**config.mk**
```make
export PLATFORM = sky130hd
export DESIGN_NAME = gnss_nav_solution_frame_parser
export DESIGN_NICKNAME = d
export VERILOG_FILES = /design/src/sv/gnsp_pkg.sv /design/src/sv/gnsp_parser.sv /design/src/sv/gnss_nav_solution_frame_parser.sv
export SDC_FILE = /design/constraint.sdc
export NUM_CORES = 1
export LEC_CHECK = 0
export ABC_AREA = 1
export BUFFER_PORTS_ARGS = -buffer_cell sky130_fd_sc_hd__buf_2
export CORE_MARGIN = 2
export CORE_UTILIZATION = 50
export CTS_CLUSTER_DIAMETER = 60
export DETAILED_ROUTE_END_ITERATION = 10
export HOLD_SLACK_MARGIN = 0.08
export PLACE_DENSITY = 0.78
export SETUP_SLACK_MARGIN = 0.5
export SYNTH_ARGS = -nofsm -noshare
export SYNTH_HDL_FRONTEND = slang
export SYNTH_SLANG_ARGS = --single-unit
export TNS_END_PERCENT = 10
```
**constraint.sdc**
```tcl
create_clock -name clk -period 6.4 [get_ports clk]
set_clock_uncertainty 0.1 [all_clocks]
set_input_delay 0.96 -clock clk [delete_from_list [all_inputs] [get_ports clk]]
set_output_delay 0.96 -clock clk [all_outputs]
set_load 0.02 [all_outputs]
```
**src/sv/gnsp_pkg.sv**
```systemverilog
`timescale 1ns / 1ps
// ----------------------------------------------------------------------------
// gnsp_pkg
// Shared constants, the parser phase encoding and the navigation result
// record for the navigation solution frame parser.
// ----------------------------------------------------------------------------
package gnsp_pkg;

  // Frame header bytes.
  localparam logic [7:0] FRAME_SYNC1  = 8'hB5;
  localparam logic [7:0] FRAME_SYNC2  = 8'h62;
  localparam logic [7:0] FRAME_CLASS  = 8'h01;
  localparam logic [7:0] FRAME_ID     = 8'h06;
  localparam logic [7:0] FRAME_LEN_LO = 8'h34;
  localparam logic [7:0] FRAME_LEN_HI = 8'h00;

  // Payload geometry.
  localparam int unsigned PAYLOAD_LEN = 52;
  localparam int unsigned CNT_W       = 6;
  localparam logic [CNT_W-1:0] CNT_LAST = CNT_W'(PAYLOAD_LEN - 1);

  // Payload byte offsets of the fields we keep.
  localparam logic [CNT_W-1:0] OFS_FIX   = CNT_W'(10);
  localparam logic [CNT_W-1:0] OFS_FLAGS = CNT_W'(11);
  // The 32-bit words are aligned to four bytes, so they are picked out by
  // the upper count bits.
  localparam logic [CNT_W-3:0] WRD_PX = (CNT_W-2)'(12 / 4);
  localparam logic [CNT_W-3:0] WRD_PY = (CNT_W-2)'(16 / 4);
  localparam logic [CNT_W-3:0] WRD_PZ = (CNT_W-2)'(20 / 4);
  localparam logic [CNT_W-3:0] WRD_VX = (CNT_W-2)'(28 / 4);
  localparam logic [CNT_W-3:0] WRD_VY = (CNT_W-2)'(32 / 4);
  localparam logic [CNT_W-3:0] WRD_VZ = (CNT_W-2)'(36 / 4);

  // Parser phases, one-hot.
  typedef enum logic [6:0] {
    PH_SYNC1   = 7'b0000001,
    PH_SYNC2   = 7'b0000010,
    PH_CLASS   = 7'b0000100,
    PH_ID      = 7'b0001000,
    PH_LEN_LO  = 7'b0010000,
    PH_LEN_HI  = 7'b0100000,
    PH_PAYLOAD = 7'b1000000
  } phase_t;

  // One decoded navigation solution.
  typedef struct packed {
    logic signed [31:0] pos_x;
    logic signed [31:0] pos_y;
    logic signed [31:0] pos_z;
    logic signed [31:0] vel_x;
    logic signed [31:0] vel_y;
    logic signed [31:0] vel_z;
    logic [7:0]         fix_type;
    logic               fix_ok;
  } nav_result_t;

endpackage

```
**src/sv/gnsp_parser.sv**
```systemverilog
`timescale 1ns / 1ps
// ----------------------------------------------------------------------------
// gnsp_parser
// Header sequencer and payload field capture. Consumes one byte per enabled
// cycle, flags the last payload byte and holds the assembled fields.
// ----------------------------------------------------------------------------
module gnsp_parser (
  input  logic                  clk,
  input  logic                  rst,
  input  logic                  byte_en,
  input  logic [7:0]            rx_data,
  output logic                  last,
  output gnsp_pkg::nav_result_t result
);

  gnsp_pkg::phase_t                 phase;
  gnsp_pkg::phase_t                 phase_next;
  logic [gnsp_pkg::CNT_W-1:0]       count;
  logic [gnsp_pkg::CNT_W-1:0]       count_next;
  gnsp_pkg::nav_result_t            fields;
  logic [gnsp_pkg::CNT_W-3:0]       word_sel;
  logic [4:0]                       lane;

  assign word_sel = count[gnsp_pkg::CNT_W-1:2];
  assign lane     = {count[1:0], 3'b000};

  // The frame ends on the final payload byte.
  assign last   = (phase == gnsp_pkg::PH_PAYLOAD) && (count == gnsp_pkg::CNT_LAST);
  assign result = fields;

  // Header sequencer. A mismatch drops back to hunting without re-checking
  // the byte as a new sync; unused phase codes behave as hunting.
  always_comb begin
    phase_next = phase;
    count_next = '0;
    case (phase)
      gnsp_pkg::PH_SYNC2: begin
        phase_next = (rx_data == gnsp_pkg::FRAME_SYNC2) ? gnsp_pkg::PH_CLASS
                                                        : gnsp_pkg::PH_SYNC1;
      end
      gnsp_pkg::PH_CLASS: begin
        phase_next = (rx_data == gnsp_pkg::FRAME_CLASS) ? gnsp_pkg::PH_ID
                                                        : gnsp_pkg::PH_SYNC1;
      end
      gnsp_pkg::PH_ID: begin
        phase_next = (rx_data == gnsp_pkg::FRAME_ID) ? gnsp_pkg::PH_LEN_LO
                                                     : gnsp_pkg::PH_SYNC1;
      end
      gnsp_pkg::PH_LEN_LO: begin
        phase_next = (rx_data == gnsp_pkg::FRAME_LEN_LO) ? gnsp_pkg::PH_LEN_HI
                                                         : gnsp_pkg::PH_SYNC1;
      end
      gnsp_pkg::PH_LEN_HI: begin
        phase_next = (rx_data == gnsp_pkg::FRAME_LEN_HI) ? gnsp_pkg::PH_PAYLOAD
                                                         : gnsp_pkg::PH_SYNC1;
      end
      gnsp_pkg::PH_PAYLOAD: begin
        if (last) begin
          phase_next = gnsp_pkg::PH_SYNC1;
        end else begin
          count_next = count + 1'b1;
        end
      end
      default: begin
        phase_next = (rx_data == gnsp_pkg::FRAME_SYNC1) ? gnsp_pkg::PH_SYNC2
                                                        : gnsp_pkg::PH_SYNC1;
      end
    endcase
  end

  // Phase and payload count.
  always_ff @(posedge clk) begin
    if (rst) begin
      phase <= gnsp_pkg::PH_SYNC1;
      count <= '0;
    end else if (byte_en) begin
      phase <= phase_next;
      count <= count_next;
    end
  end

  // Field capture: each payload byte lands directly in the field it belongs to.
  always_ff @(posedge clk) begin
    if (byte_en && (phase == gnsp_pkg::PH_PAYLOAD)) begin
      if (count == gnsp_pkg::OFS_FIX) begin
        fields.fix_type <= rx_data;
      end
      if (count == gnsp_pkg::OFS_FLAGS) begin
        fields.fix_ok <= rx_data[0];
      end
      if (word_sel == gnsp_pkg::WRD_PX) begin
        fields.pos_x[lane +: 8] <= rx_data;
      end
      if (word_sel == gnsp_pkg::WRD_PY) begin
        fields.pos_y[lane +: 8] <= rx_data;
      end
      if (word_sel == gnsp_pkg::WRD_PZ) begin
        fields.pos_z[lane +: 8] <= rx_data;
      end
      if (word_sel == gnsp_pkg::WRD_VX) begin
        fields.vel_x[lane +: 8] <= rx_data;
      end
      if (word_sel == gnsp_pkg::WRD_VY) begin
        fields.vel_y[lane +: 8] <= rx_data;
      end
      if (word_sel == gnsp_pkg::WRD_VZ) begin
        fields.vel_z[lane +: 8] <= rx_data;
      end
    end
  end

endmodule

```
**src/sv/gnss_nav_solution_frame_parser.sv**
```systemverilog
`timescale 1ns / 1ps
// ----------------------------------------------------------------------------
// gnss_nav_solution_frame_parser
// A result is valid in the cycle after its last payload beat is taken.
// One byte beat per cycle, set by the input register and the header sequencer,
// but a frame's last beat waits while the output is full; the output register
// frees the input side. Reset (synchronous, active high) empties both
// registers and sends the sequencer back to hunting for the first sync byte.
// ----------------------------------------------------------------------------
module gnss_nav_solution_frame_parser (
  input  logic               clk,
  input  logic               rst,
  input  logic               rx_valid,
  output logic               rx_ready,
  input  logic [7:0]         rx_byte,
  output logic               out_valid,
  input  logic               out_ready,
  output logic signed [31:0] pos_x,
  output logic signed [31:0] pos_y,
  output logic signed [31:0] pos_z,
  output logic signed [31:0] vel_x,
  output logic signed [31:0] vel_y,
  output logic signed [31:0] vel_z,
  output logic [7:0]         fix_type,
  output logic               fix_ok
);

  logic                  byte_valid;
  logic [7:0]            byte_q;
  logic                  byte_fire;
  logic                  frame_last;
  logic                  out_free;
  gnsp_pkg::nav_result_t nav;
  gnsp_pkg::nav_result_t out_q;

  // The held byte moves on unless it closes a frame and the output is full.
  assign out_free  = !out_valid || out_ready;
  assign byte_fire = byte_valid && (!frame_last || out_free);
  assign rx_ready  = !byte_valid || byte_fire;

  // Input register.
  always_ff @(posedge clk) begin
    if (rst) begin
      byte_valid <= 1'b0;
    end else if (rx_ready) begin
      byte_valid <= rx_valid;
    end
  end

  always_ff @(posedge clk) begin
    if (rx_valid && rx_ready) begin
      byte_q <= rx_byte;
    end
  end

  gnsp_parser u_parser (
    .clk     (clk),
    .rst     (rst),
    .byte_en (byte_fire),
    .rx_data (byte_q),
    .last    (frame_last),
    .result  (nav)
  );

  // Output register.
  always_ff @(posedge clk) begin
    if (rst) begin
      out_valid <= 1'b0;
    end else if (byte_fire && frame_last) begin
      out_valid <= 1'b1;
    end else if (out_ready) begin
      out_valid <= 1'b0;
    end
  end

  always_ff @(posedge clk) begin
    if (byte_fire && frame_last) begin
      out_q <= nav;
    end
  end

  assign pos_x    = out_q.pos_x;
  assign pos_y    = out_q.pos_y;
  assign pos_z    = out_q.pos_z;
  assign vel_x    = out_q.vel_x;
  assign vel_y    = out_q.vel_y;
  assign vel_z    = out_q.vel_z;
  assign fix_type = out_q.fix_type;
  assign fix_ok   = out_q.fix_ok;

endmodule
```
# Word level (Yosys, flattened, before mapping)
# Cells that the tools add are included.
totals:
  regBits: 425
  latch_bits: 0
  ram_bits: 0
  mem_bits_ro: 0
  inputBits: 12
  out_inout_bits: 203
  mem_count: 0
op_classes:
  n_addsub: 2
  n_mul: 0
  n_div: 0
  order_cmp: 0
  eq_ne: 21
  shifts: 2
  n_mux: 18
  n_bitwise: 0
  n_reduce_logical: 22
op_table:
  columns: ["cell", "n"]
  rows:
  - ["32-bit bitwise mux", 6]
  - ["7-bit one-hot mux with 6 select lines", 1]
  - ["8-bit by 7-bit variable shift with 32-bit output, first input constant", 1]
  - ["8-bit by 7-bit variable part select with 32-bit output", 1]
  - ["6-bit 2-to-1 mux", 3]
  - ["2-bit AND reduction", 9]
  - ["7-bit 2-to-1 mux", 2]
  - ["4-bit by 3-bit equality test with 1-bit output, second input constant", 3]
  - ["6-bit by 4-bit equality test with 1-bit output, second input constant", 2]
  - ["4-bit equality test, second input constant", 2]
  - ["8-bit by 1-bit equality test with 1-bit output, second input constant", 1]
  - ["8-bit by 3-bit equality test with 1-bit output, second input constant", 1]
  - ["8-bit by 6-bit equality test with 1-bit output, second input constant", 1]
  - ["8-bit by 7-bit equality test with 1-bit output, second input constant", 1]
  - ["8-bit equality test, second input constant", 1]
  - ["8-bit zero test", 1]
  - ["7-bit by 2-bit equality test with 1-bit output, second input constant", 1]
  - ["7-bit by 3-bit equality test with 1-bit output, second input constant", 1]
  - ["7-bit by 4-bit equality test with 1-bit output, second input constant", 1]
  - ["7-bit by 5-bit equality test with 1-bit output, second input constant", 1]
  - ["7-bit by 6-bit equality test with 1-bit output, second input constant", 1]
  - ["7-bit equality test, second input constant", 1]
  - ["5-bit negator with 7-bit output", 1]
  - ["6-bit by 1-bit adder with 6-bit output, second input constant", 1]
  - ["12 further kinds", 21]

# Longest topological paths before layout
# Gate-level depths: netlist (run 1).
logic_depth:
  ltp_word: 7
  ltp_mapped: 11

# Hierarchy
# Synthesis (run 1) repeated with hierarchy kept, for this count alone.
hier_totals:
  hier_cells: 664
  area_unflattened_um2: 13725.7
by_module_without_submodules:
  columns: ["mod", "n_inst", "cells_per_inst", "area_per_inst_um2"]
  rows:
  - ["gnsp_parser", 1, 436, 7328.3]
  - ["gnss_nav_solution_frame_parser", 1, 228, 6397.4]

# Worst setup path after synthesis (run 1)
# No wires, ideal clock.
synth_timing:
  path_kind: "input-to-reg"
  startpoint: "input out_ready"
  endpoint: "register out_q (netlist bit fix_ok) (enable)"
  setup_time_ns: 0.553
  arrival_ns: 5.301
  required_ns: 5.747
  path_slack_ns: 0.446
  stages: 6
  path_buffers: 0
  cell_sequence: "nor2_1 nand3_2 nand2_2 inv_4 nand3_1 inv_1"
synth_between:
  elab_chain_cells: 4
synth_lines:
  columns: ["item", "line_no", "text"]
  rows:
  - ["from (decl)", "gnss_nav_solution_frame_parser.sv:17", "input logic out_ready,"]
  - ["1-bit logical OR", "gnss_nav_solution_frame_parser.sv:37", "assign out_free = !out_valid || out_ready;"]
  - ["1-bit logical OR", "gnss_nav_solution_frame_parser.sv:38", "assign byte_fire = byte_valid && (!frame_last || out_free);"]
  - ["1-bit logical AND", "gnss_nav_solution_frame_parser.sv:38", null]
  - ["1-bit logical AND", "gnss_nav_solution_frame_parser.sv:77", "if (byte_fire && frame_last) begin"]
  - ["to (signal assigned)", "gnss_nav_solution_frame_parser.sv:78", "out_q <= nav;"]
  - ["to (decl)", "gnss_nav_solution_frame_parser.sv:34", "gnsp_pkg::nav_result_t out_q;"]
# No other way between the ends.
# A chain may end at the register's enable or synchronous reset.

# Worst setup path after layout (run 1)
layout_timing:
  startpoint: "register u_parser.count[0] (netlist name)"
  endpoint: "register out_q (netlist bit vel_x[23]) (enable)"
layout_between:
  elab_chain_cells: 6
layout_lines:
  columns: ["item", "line_no", "text"]
  rows:
  - ["from (decl)", "gnsp_parser.sv:18", "logic [gnsp_pkg::CNT_W-1:0] count;"]
  - ["from (signal assigned)", "gnsp_parser.sv:78", "count <= count_next;"]
  - ["6-bit equality test *", "gnsp_parser.sv:28", "assign last = (phase == gnsp_pkg::PH_PAYLOAD) && (count == gnsp_pkg::CNT_LAST);"]
  - ["1-bit logical AND *", "gnsp_parser.sv:28", null]
  - ["1-bit zero test", "gnss_nav_solution_frame_parser.sv:38", null]
  - ["1-bit logical OR", "gnss_nav_solution_frame_parser.sv:38", null]
  - ["1-bit logical AND", "gnss_nav_solution_frame_parser.sv:38", null]
  - ["1-bit logical AND *", "gnss_nav_solution_frame_parser.sv:77", null]
# Mark *: on every way between the ends. The rest lies on a longest branch, timed or not.

==> summary.txt, run 1 <==
=======================================================================================
Result of the run ........................................................ finished, final reports clean
Cell area after layout ...................................................   16660 um^2
Overall track demand over capacity in global routing .....................       17.62%
Sink count of the clock tree .............................................          425
Ratio of cells with drive above 1 in the final layout ....................       31.22%
Number of different library cells in the post-synthesis netlist ..........           21
Total Negative Setup Slacks ..............................................         0 ns
Total vias in the final route ............................................         6748
Net count reported at finish .............................................          968
Area share of the largest cell type after synthesis ......................       89.37%
Cell family with most CP delay ........................................... buffers and inverters
Worst Hold Class .........................................................      reg2reg
Top cells by area in the synthesized netlist ............................. edfxtp_1 (89%), dfxtp_1 (2.2%), nor2_1 (1.6%)
Cells after synthesis ....................................................          677
Maximum clock frequency ..................................................    282.2 MHz
Crit Path Class ..........................................................      reg2reg
Total setup violations reported at the end of the flow ...................            0
Clock network power share ................................................        41.5%
Syn Area/Cell ............................................................   20.35 um^2
Tcrit/Tclk final .........................................................       55.37%
Slowest stage delay, CP ..................................................      0.95 ns
Min-delay src ............................................................ u_parser.result[48]$_DFFE_PP_
Signed area change from the synthesized netlist to the final layout ......       20.97%
Capturing point of the worst reg2reg path ................................ vel_x[23]$_DFFE_PP_
Post-CTS Repair Setup Buffers ............................................            0
Number of top-level design ports .........................................          215
Aggregate routed wire length .............................................     26.05 mm
Buffer depth of the longest clock path ...................................            3
Max-slew headroom ........................................................       23.28%
Worst slack at placement .................................................     2.563 ns
Layout fillers ...........................................................         1848
Most frequent cell after synthesis .......................................     edfxtp_1
CTS tree .................................................................        built
Setup ws final ...........................................................     2.856 ns
CTS H-tree depth .........................................................            2
Aggregate global routing overflow ........................................            0
Cell-internal power ......................................................     4.331 mW
Reg2reg start ............................................................ u_parser.count[0]$_SDFFE_PP0N_
Number of max-slew violations in the final report ........................            0
Hold path cells ..........................................................            0
List of most frequent post-synthesis cells ............................... edfxtp_1 (410), nor2_1 (58), nand2_1 (56), nor3_1 (41), inv_1 (39)
Cell area after placement ................................................   15420 um^2
Net switching power ......................................................     986.0 uW
Clock slew seen by the registers of the worst setup and hold paths .......      0.07 ns
Net switching share of the total power ...................................       18.54%
Clock period minus final worst setup slack ...............................     3.544 ns
Category of the worst setup path capture point ...........................         flop
Clock tree root buffer cell ..............................................    clkbuf_16
Detailed-route wire length per cell ......................................     19.69 um
Number of violations reported at the end of detailed-routing iteration 0 .          504
FF-to-FF setup slack .....................................................      2.86 ns
First-pass GRT wire length ...............................................     37.23 mm
Share of async-settable or async-resettable flops after synthesis ........           0%
Share of power burned in registers .......................................        57.1%
Detailed-route vias per instance .........................................        5.101
Netlist Area Pre-Place ...................................................   13780 um^2
Worst Tran Pin Value .....................................................     1.151 ns
Hold Buf Count CTS .......................................................            0
Weighted congestion reported at the end of routability-driven placement ..       0.8687
Power density over cell area ............................................. 319.1 nW/um^2
Worst Path Arrival .......................................................      3.56 ns
CP bufs+invs .............................................................            4
Number of buffers added by the clock tree synthesis step .................           39
Highest fanout seen on the critical path .................................           95
Number of resized instances in the post-cts repair step ..................            0
CP dominant cell by count ................................................        buf_4
Leakage power ............................................................     5.967 nW
Number of synthesized register bits ......................................          425
Worst hold margin ........................................................    0.3151 ns
Depth of the worst register-to-register path .............................           10
Setup repair after global routing missed its margin ......................           no
Via count of the first global-routing pass ...............................         6471
Initial antenna violation count ..........................................            2
Logic gate share of total power ..........................................         1.4%
Worst ir drop on vdd .....................................................  0.0001363 V
Floorplan core area ......................................................   27030 um^2
Die extent in x ..........................................................     170.0 um
Total of buffers placed on input and output ports ........................          214
Cell breakdown of the critical path ...................................... ha_1, nand2_1, nor2_2, nand3_2, nand2_2, inv_4, nand3_1, clkinvlp_4, buf_4, buf_4
Worst path slowest cell ..................................................        buf_4
Number of DRC violations after detailed routing ..........................            0
Antenna Violating Nets Remaining .........................................            0
Sequential area share after synthesis ....................................       91.55%
Row cnt ..................................................................           60
Startpoint kind of the worst setup timing path ...........................         flop
Pre-antenna DRT Iters ....................................................            5
Dpl hpwl .................................................................     17.26 mm
Required arrival time at the worst endpoint ..............................      6.41 ns
Insertion delay of the later-clocked pin in the worst-skew pair ..........      0.51 ns
End of the worst hold path ............................................... vel_y[7]$_DFFE_PP_
Effective utilization at floorplan .......................................       50.97%
Library cell with the largest summed area after synthesis ................     edfxtp_1
Top_reg_cell synth .......................................................     edfxtp_1
Die boundary height ......................................................     170.0 um
Number of enable flip-flop cells after synthesis .........................          410
Number of cells on the critical path .....................................           10
Largest net degree at the start of global routing ........................           96
Full die area ............................................................   28890 um^2
Total of warnings raised by yosys ........................................            0
Max capacitance violation total ..........................................            0
Nets in the synthesized netlist ..........................................          694
Hold Fails Final Rpt .....................................................            0
=======================================================================================
## flip-flops by register name, indices dropped and copies added (netlist names)
name,flops
vel_z,32
u_parser.phase,7
vel_y,32
pos_x,32
u_parser.result,201
out_valid,1
byte_q,8
pos_z,32
u_parser.count,6
fix_type,8
pos_y,32
vel_x,32
fix_ok,1
byte_valid,1
## power groups by stage
| stage | registers [mW] | clock network, mW | logic, mW |
|---|---|---|---|
| after floorplan | 3.09 | 0 | 0.0450 |
| after global placement | 3.10 | 0 | 0.0698 |
| after detailed placement | 3.10 | 0 | 0.0726 |
| after CTS | 3.04 | 2.25 | 0.0732 |
| after global routing | 3.04 | 2.34 | 0.0811 |
| final | 3.04 | 2.21 | 0.0726 |
## cell type report
class,count,area (um^2),area share (%)
clock inverters,23,187.7,1.126
well taps,341,426.7,2.560
flip-flops and latches,425,12610,75.68
repair buffers,236,1236,7.418
diodes,2,5.005,0.03003
clock buffers,47,1049,6.292
inverters,43,167.7,1.006
multi-input cells,206,980.9,5.886
## through the flow
stage	utilization [%]	power (mW)	cells
floorplan	-	3.137	677
CTS	61.64	5.361	1321
global placement	57.07	3.165	1251
detailed placement	57.07	3.168	1251
finish	61.66	5.317	1323
global route	61.66	5.453	1323
## metal layers
| metal | track usage, % | part of all wire, % |
|---|---|---|
| met5 | 0 | 0 |
| met4 | 7.469 | 3.2 |
| met3 | 3.651 | 6.4 |
| met2 | 30.61 | 51 |
| met1 | 21.61 | 39 |
## cell usage in the layout, fill, tap and decap left out, types with 5 or more instances in the layout
cell / n
nor2_1: 58
clkbuf_1: 6
dfxtp_1: 15
buf_2: 214
a21oi_1: 10
nand2_1: 56
nand3_1: 14
ha_1: 5
inv_1: 38
edfxtp_1: 410
nor3_1: 41
o21ai_0: 8
clkbuf_16: 41
nand3_2: 5
clkinv_2: 7
clkinv_1: 11
buf_4: 22
## how the worst max path moves through the flow
stage,from,end
finish,u_parser.count[0]$_SDFFE_PP0N_,vel_x[23]$_DFFE_PP_
global route,u_parser.count[0]$_SDFFE_PP0N_,vel_x[12]$_DFFE_PP_
CTS,u_parser.count[0]$_SDFFE_PP0N_,pos_z[8]$_DFFE_PP_
detailed placement,out_ready,vel_z[8]$_DFFE_PP_
global placement,out_ready,pos_y[8]$_DFFE_PP_
floorplan,out_ready,fix_ok$_DFFE_PP_
## cell families after synthesis
family / synth area share (%)
adders and majority gates: 0.4541
AOI/OAI and AO/OA: 0.6540
DFF: 91.55
buffers and inverters: 1.326
and+or+nand+nor: 6.013
(Power assumes the default switching activity.)
==> inputs of run 2 (changes only) <==
clock period = 3.3 ns   (was 6.4 ns; I/O delays follow)
==> summary.txt, run 2 (synthesized netlist as in run 1, its figures left out) <==
=======================================================================================
Result of the run ........................................................ finished, final reports clean   unchanged
Reg2reg start ............................................................ u_parser.count[0]$_SDFFE_PP0N_   unchanged
Aggregate routed wire length .............................................     26.59 mm   was 26.05 mm
Worst Path Arrival .......................................................      2.46 ns   was 3.56 ns
End of the worst hold path ............................................... byte_q[1]$_DFFE_PP_   was vel_y[7]$_DFFE_PP_
Capturing point of the worst reg2reg path ................................ vel_y[8]$_DFFE_PP_   was vel_x[23]$_DFFE_PP_
CTS tree .................................................................        built   unchanged
Max capacitance violation total ..........................................            0   unchanged
Clock period minus final worst setup slack ...............................     2.432 ns   was 3.544 ns
Number of flip-flops in the largest register .............................          201   unchanged
Worst Hold Class .........................................................       in2reg   was reg2reg
Full die area ............................................................   28890 um^2   unchanged
First-pass GRT wire length ...............................................     38.58 mm   was 37.23 mm
Setup ws final ...........................................................    0.8684 ns   was 2.856 ns
Number of top-level design ports .........................................          215   unchanged
Required arrival time at the worst endpoint ..............................      3.33 ns   was 6.41 ns
Aggregate global routing overflow ........................................            0   unchanged
Die boundary height ......................................................     170.0 um   unchanged
Highest fanout seen on the critical path .................................           69   was 95
Ratio of cells with drive above 1 in the final layout ....................       32.56%   was 31.22%
Number of violations reported at the end of detailed-routing iteration 0 .          696   was 504
Total Negative Setup Slacks ..............................................         0 ns   unchanged
Antenna Violating Nets Remaining .........................................            0   unchanged
Depth of the worst register-to-register path .............................            9   was 10
Die extent in x ..........................................................     170.0 um   unchanged
Number of max-slew violations in the final report ........................            0   unchanged
Signed area change from the synthesized netlist to the final layout ......       22.60%   was 20.97%
Total vias in the final route ............................................         6716   was 6748
Number of buffers added by the clock tree synthesis step .................           40   was 39
Final antenna diode count ................................................            0   was 2
Net count reported at finish .............................................          977   was 968
Hold path cells ..........................................................            1   was 0
Total power after layout .................................................     10.55 mW   was 5.317 mW
Cell breakdown of the critical path ...................................... ha_4, nand2_1, nor2_4, nand3_4, nand2_4, inv_6, nand3_4, clkinvlp_4, buf_4   was ha_1, nand2_1, nor2_2, nand3_2, nand2_2, inv_4, nand3_1, clkinvlp_4, buf_4, buf_4
Non-filler cells, final ..................................................         1330   was 1323
Setup repair after global routing missed its margin ......................           no   unchanged
Total of buffers placed on input and output ports ........................          214   unchanged
Number of resized instances in the post-cts repair step ..................            0   unchanged
Worst slack at placement .................................................    0.9233 ns   was 2.563 ns
Maximum clock frequency ..................................................    411.2 MHz   was 282.2 MHz
Highest-count cells in the layout ignoring fill and taps ................. edfxtp_1 (410), buf_2 (214), nor2_1 (56), nand2_1 (56)   was edfxtp_1 (410), buf_2 (214), nor2_1 (58)
Worst ir drop on vdd .....................................................  0.0003098 V   was 0.0001363 V
Detailed-route vias per instance .........................................        5.050   was 5.101
Buffer depth of the longest clock path ...................................            3   unchanged
Category of the worst setup path capture point ...........................         flop   unchanged
Weighted congestion reported at the end of routability-driven placement ..       0.8632   was 0.8687
CP dominant cell by count ................................................      nand3_4   was buf_4
Crit Path Class ..........................................................      reg2reg   unchanged
Total setup violations reported at the end of the flow ...................            0   unchanged
Floorplan core area ......................................................   27030 um^2   unchanged
Largest net degree at the start of global routing ........................          133   was 96
Number of placed instances, taps included ................................         1253   was 1251
Dpl hpwl .................................................................     17.42 mm   was 17.26 mm
Overall track demand over capacity in global routing .....................       18.27%   was 17.62%
Slowest stage delay, CP ..................................................      0.65 ns   was 0.95 ns
Clock slew seen by the registers of the worst setup and hold paths .......      0.06 ns   was 0.07 ns
Worst Tran Pin Value .....................................................    0.8876 ns   was 1.151 ns
Effective utilization at floorplan .......................................       50.97%   unchanged
Startpoint kind of the worst setup timing path ...........................         flop   unchanged
Detailed-route wire length per cell ......................................     19.99 um   was 19.69 um
Via count of the first global-routing pass ...............................         6424   was 6471
Most frequent standard cell in the layout excluding fill and tap cells ...     edfxtp_1   unchanged
Number of DRC violations after detailed routing ..........................            0   unchanged
Max-slew headroom ........................................................       40.83%   was 23.28%
Clock tree root buffer cell ..............................................    clkbuf_16   unchanged
Min-delay src ............................................................   rx_byte[1]   was u_parser.result[48]$_DFFE_PP_
Leakage power ............................................................     5.981 nW   was 5.967 nW
FF-to-FF setup slack .....................................................      0.87 ns   was 2.86 ns
Sink count of the clock tree .............................................          425   unchanged
Tcrit/Tclk final .........................................................       73.69%   was 55.37%
Initial antenna violation count ..........................................            0   was 2
Hold Fails Final Rpt .....................................................            0   unchanged
Worst hold margin ........................................................    0.1012 ns   was 0.3151 ns
Power density over cell area ............................................. 625.0 nW/um^2   was 319.1 nW/um^2
Insertion delay of the later-clocked pin in the worst-skew pair ..........      0.52 ns   was 0.51 ns
Pre-antenna DRT Iters ....................................................            7   was 5
Row cnt ..................................................................           60   unchanged
Worst path slowest cell ..................................................        buf_4   unchanged
CTS H-tree depth .........................................................            2   unchanged
=======================================================================================
## run 2: final cells by class
class / instances / area (um^2)
flip-flops and latches: 425 / 12620
fillers: 1871 / 10140
repair buffers: 244 / 1324
clock buffers: 44 / 1037
multi-input cells: 206 / 1028
well taps: 341 / 426.7
clock inverters: 27 / 281.5
inverters: 43 / 170.2
## run 2: power breakdown
group          switching (mW)  internal [mW]
logic                   0.116         0.0321
registers              0.0178           5.87
clock network            1.84           2.67
## run 2: metal layers
| layer | up-vias | routed length, um | track usage [%] |
|---|---|---|---|
| met5 | - | 0 | 0 |
| met4 | 0 | 915 | 7.246 |
| met3 | 55 | 1645 | 3.070 |
| met2 | 321 | 13270 | 30.54 |
| met1 | 3249 | 10750 | 24.28 |
| li1 | 3091 | - | - |
## run 2: timing repair
action / 4_1_cts / 5_1_grt
hold endpoints to repair: 5 / 1
setup buffers: 0 / 0
hold buffers: 5 / 1
## run 2: worst max-delay path by stage
stage	from	end	slack, ns
2_1_floorplan	u_parser.phase[0]$_SDFFE_PP1P_	fix_ok$_DFFE_PP_	-1.28
3_3_place_gp	u_parser.count[0]$_SDFFE_PP0N_	vel_x[30]$_DFFE_PP_	0.97
3_5_place_dp	u_parser.count[0]$_SDFFE_PP0N_	pos_y[25]$_DFFE_PP_	0.92
4_1_cts	u_parser.count[2]$_SDFFE_PP0N_	rx_ready	0.88
5_1_grt	u_parser.count[0]$_SDFFE_PP0N_	u_parser.result[199]$_DFFE_PP_	0.71
6_report	u_parser.count[0]$_SDFFE_PP0N_	vel_y[8]$_DFFE_PP_	0.87
## run 2: critical path: cells and delay by family (launching register included)
| kind | cells | cell delay [ns] |
|---|---|---|
| buffers and inverters | 3 | 0.87 |
| and+or+nand+nor | 5 | 0.45 |
| DFF | 1 | 0.37 |
| adders and majority gates | 1 | 0.17 |
## run 2: per-stage QoR
step	util, %	cell area, um^2
final	62.49	16890
after global routing	62.49	16890
after CTS	62.45	16880
after detailed placement	57.39	15510
after global placement	57.39	15510
after floorplan	-	13840
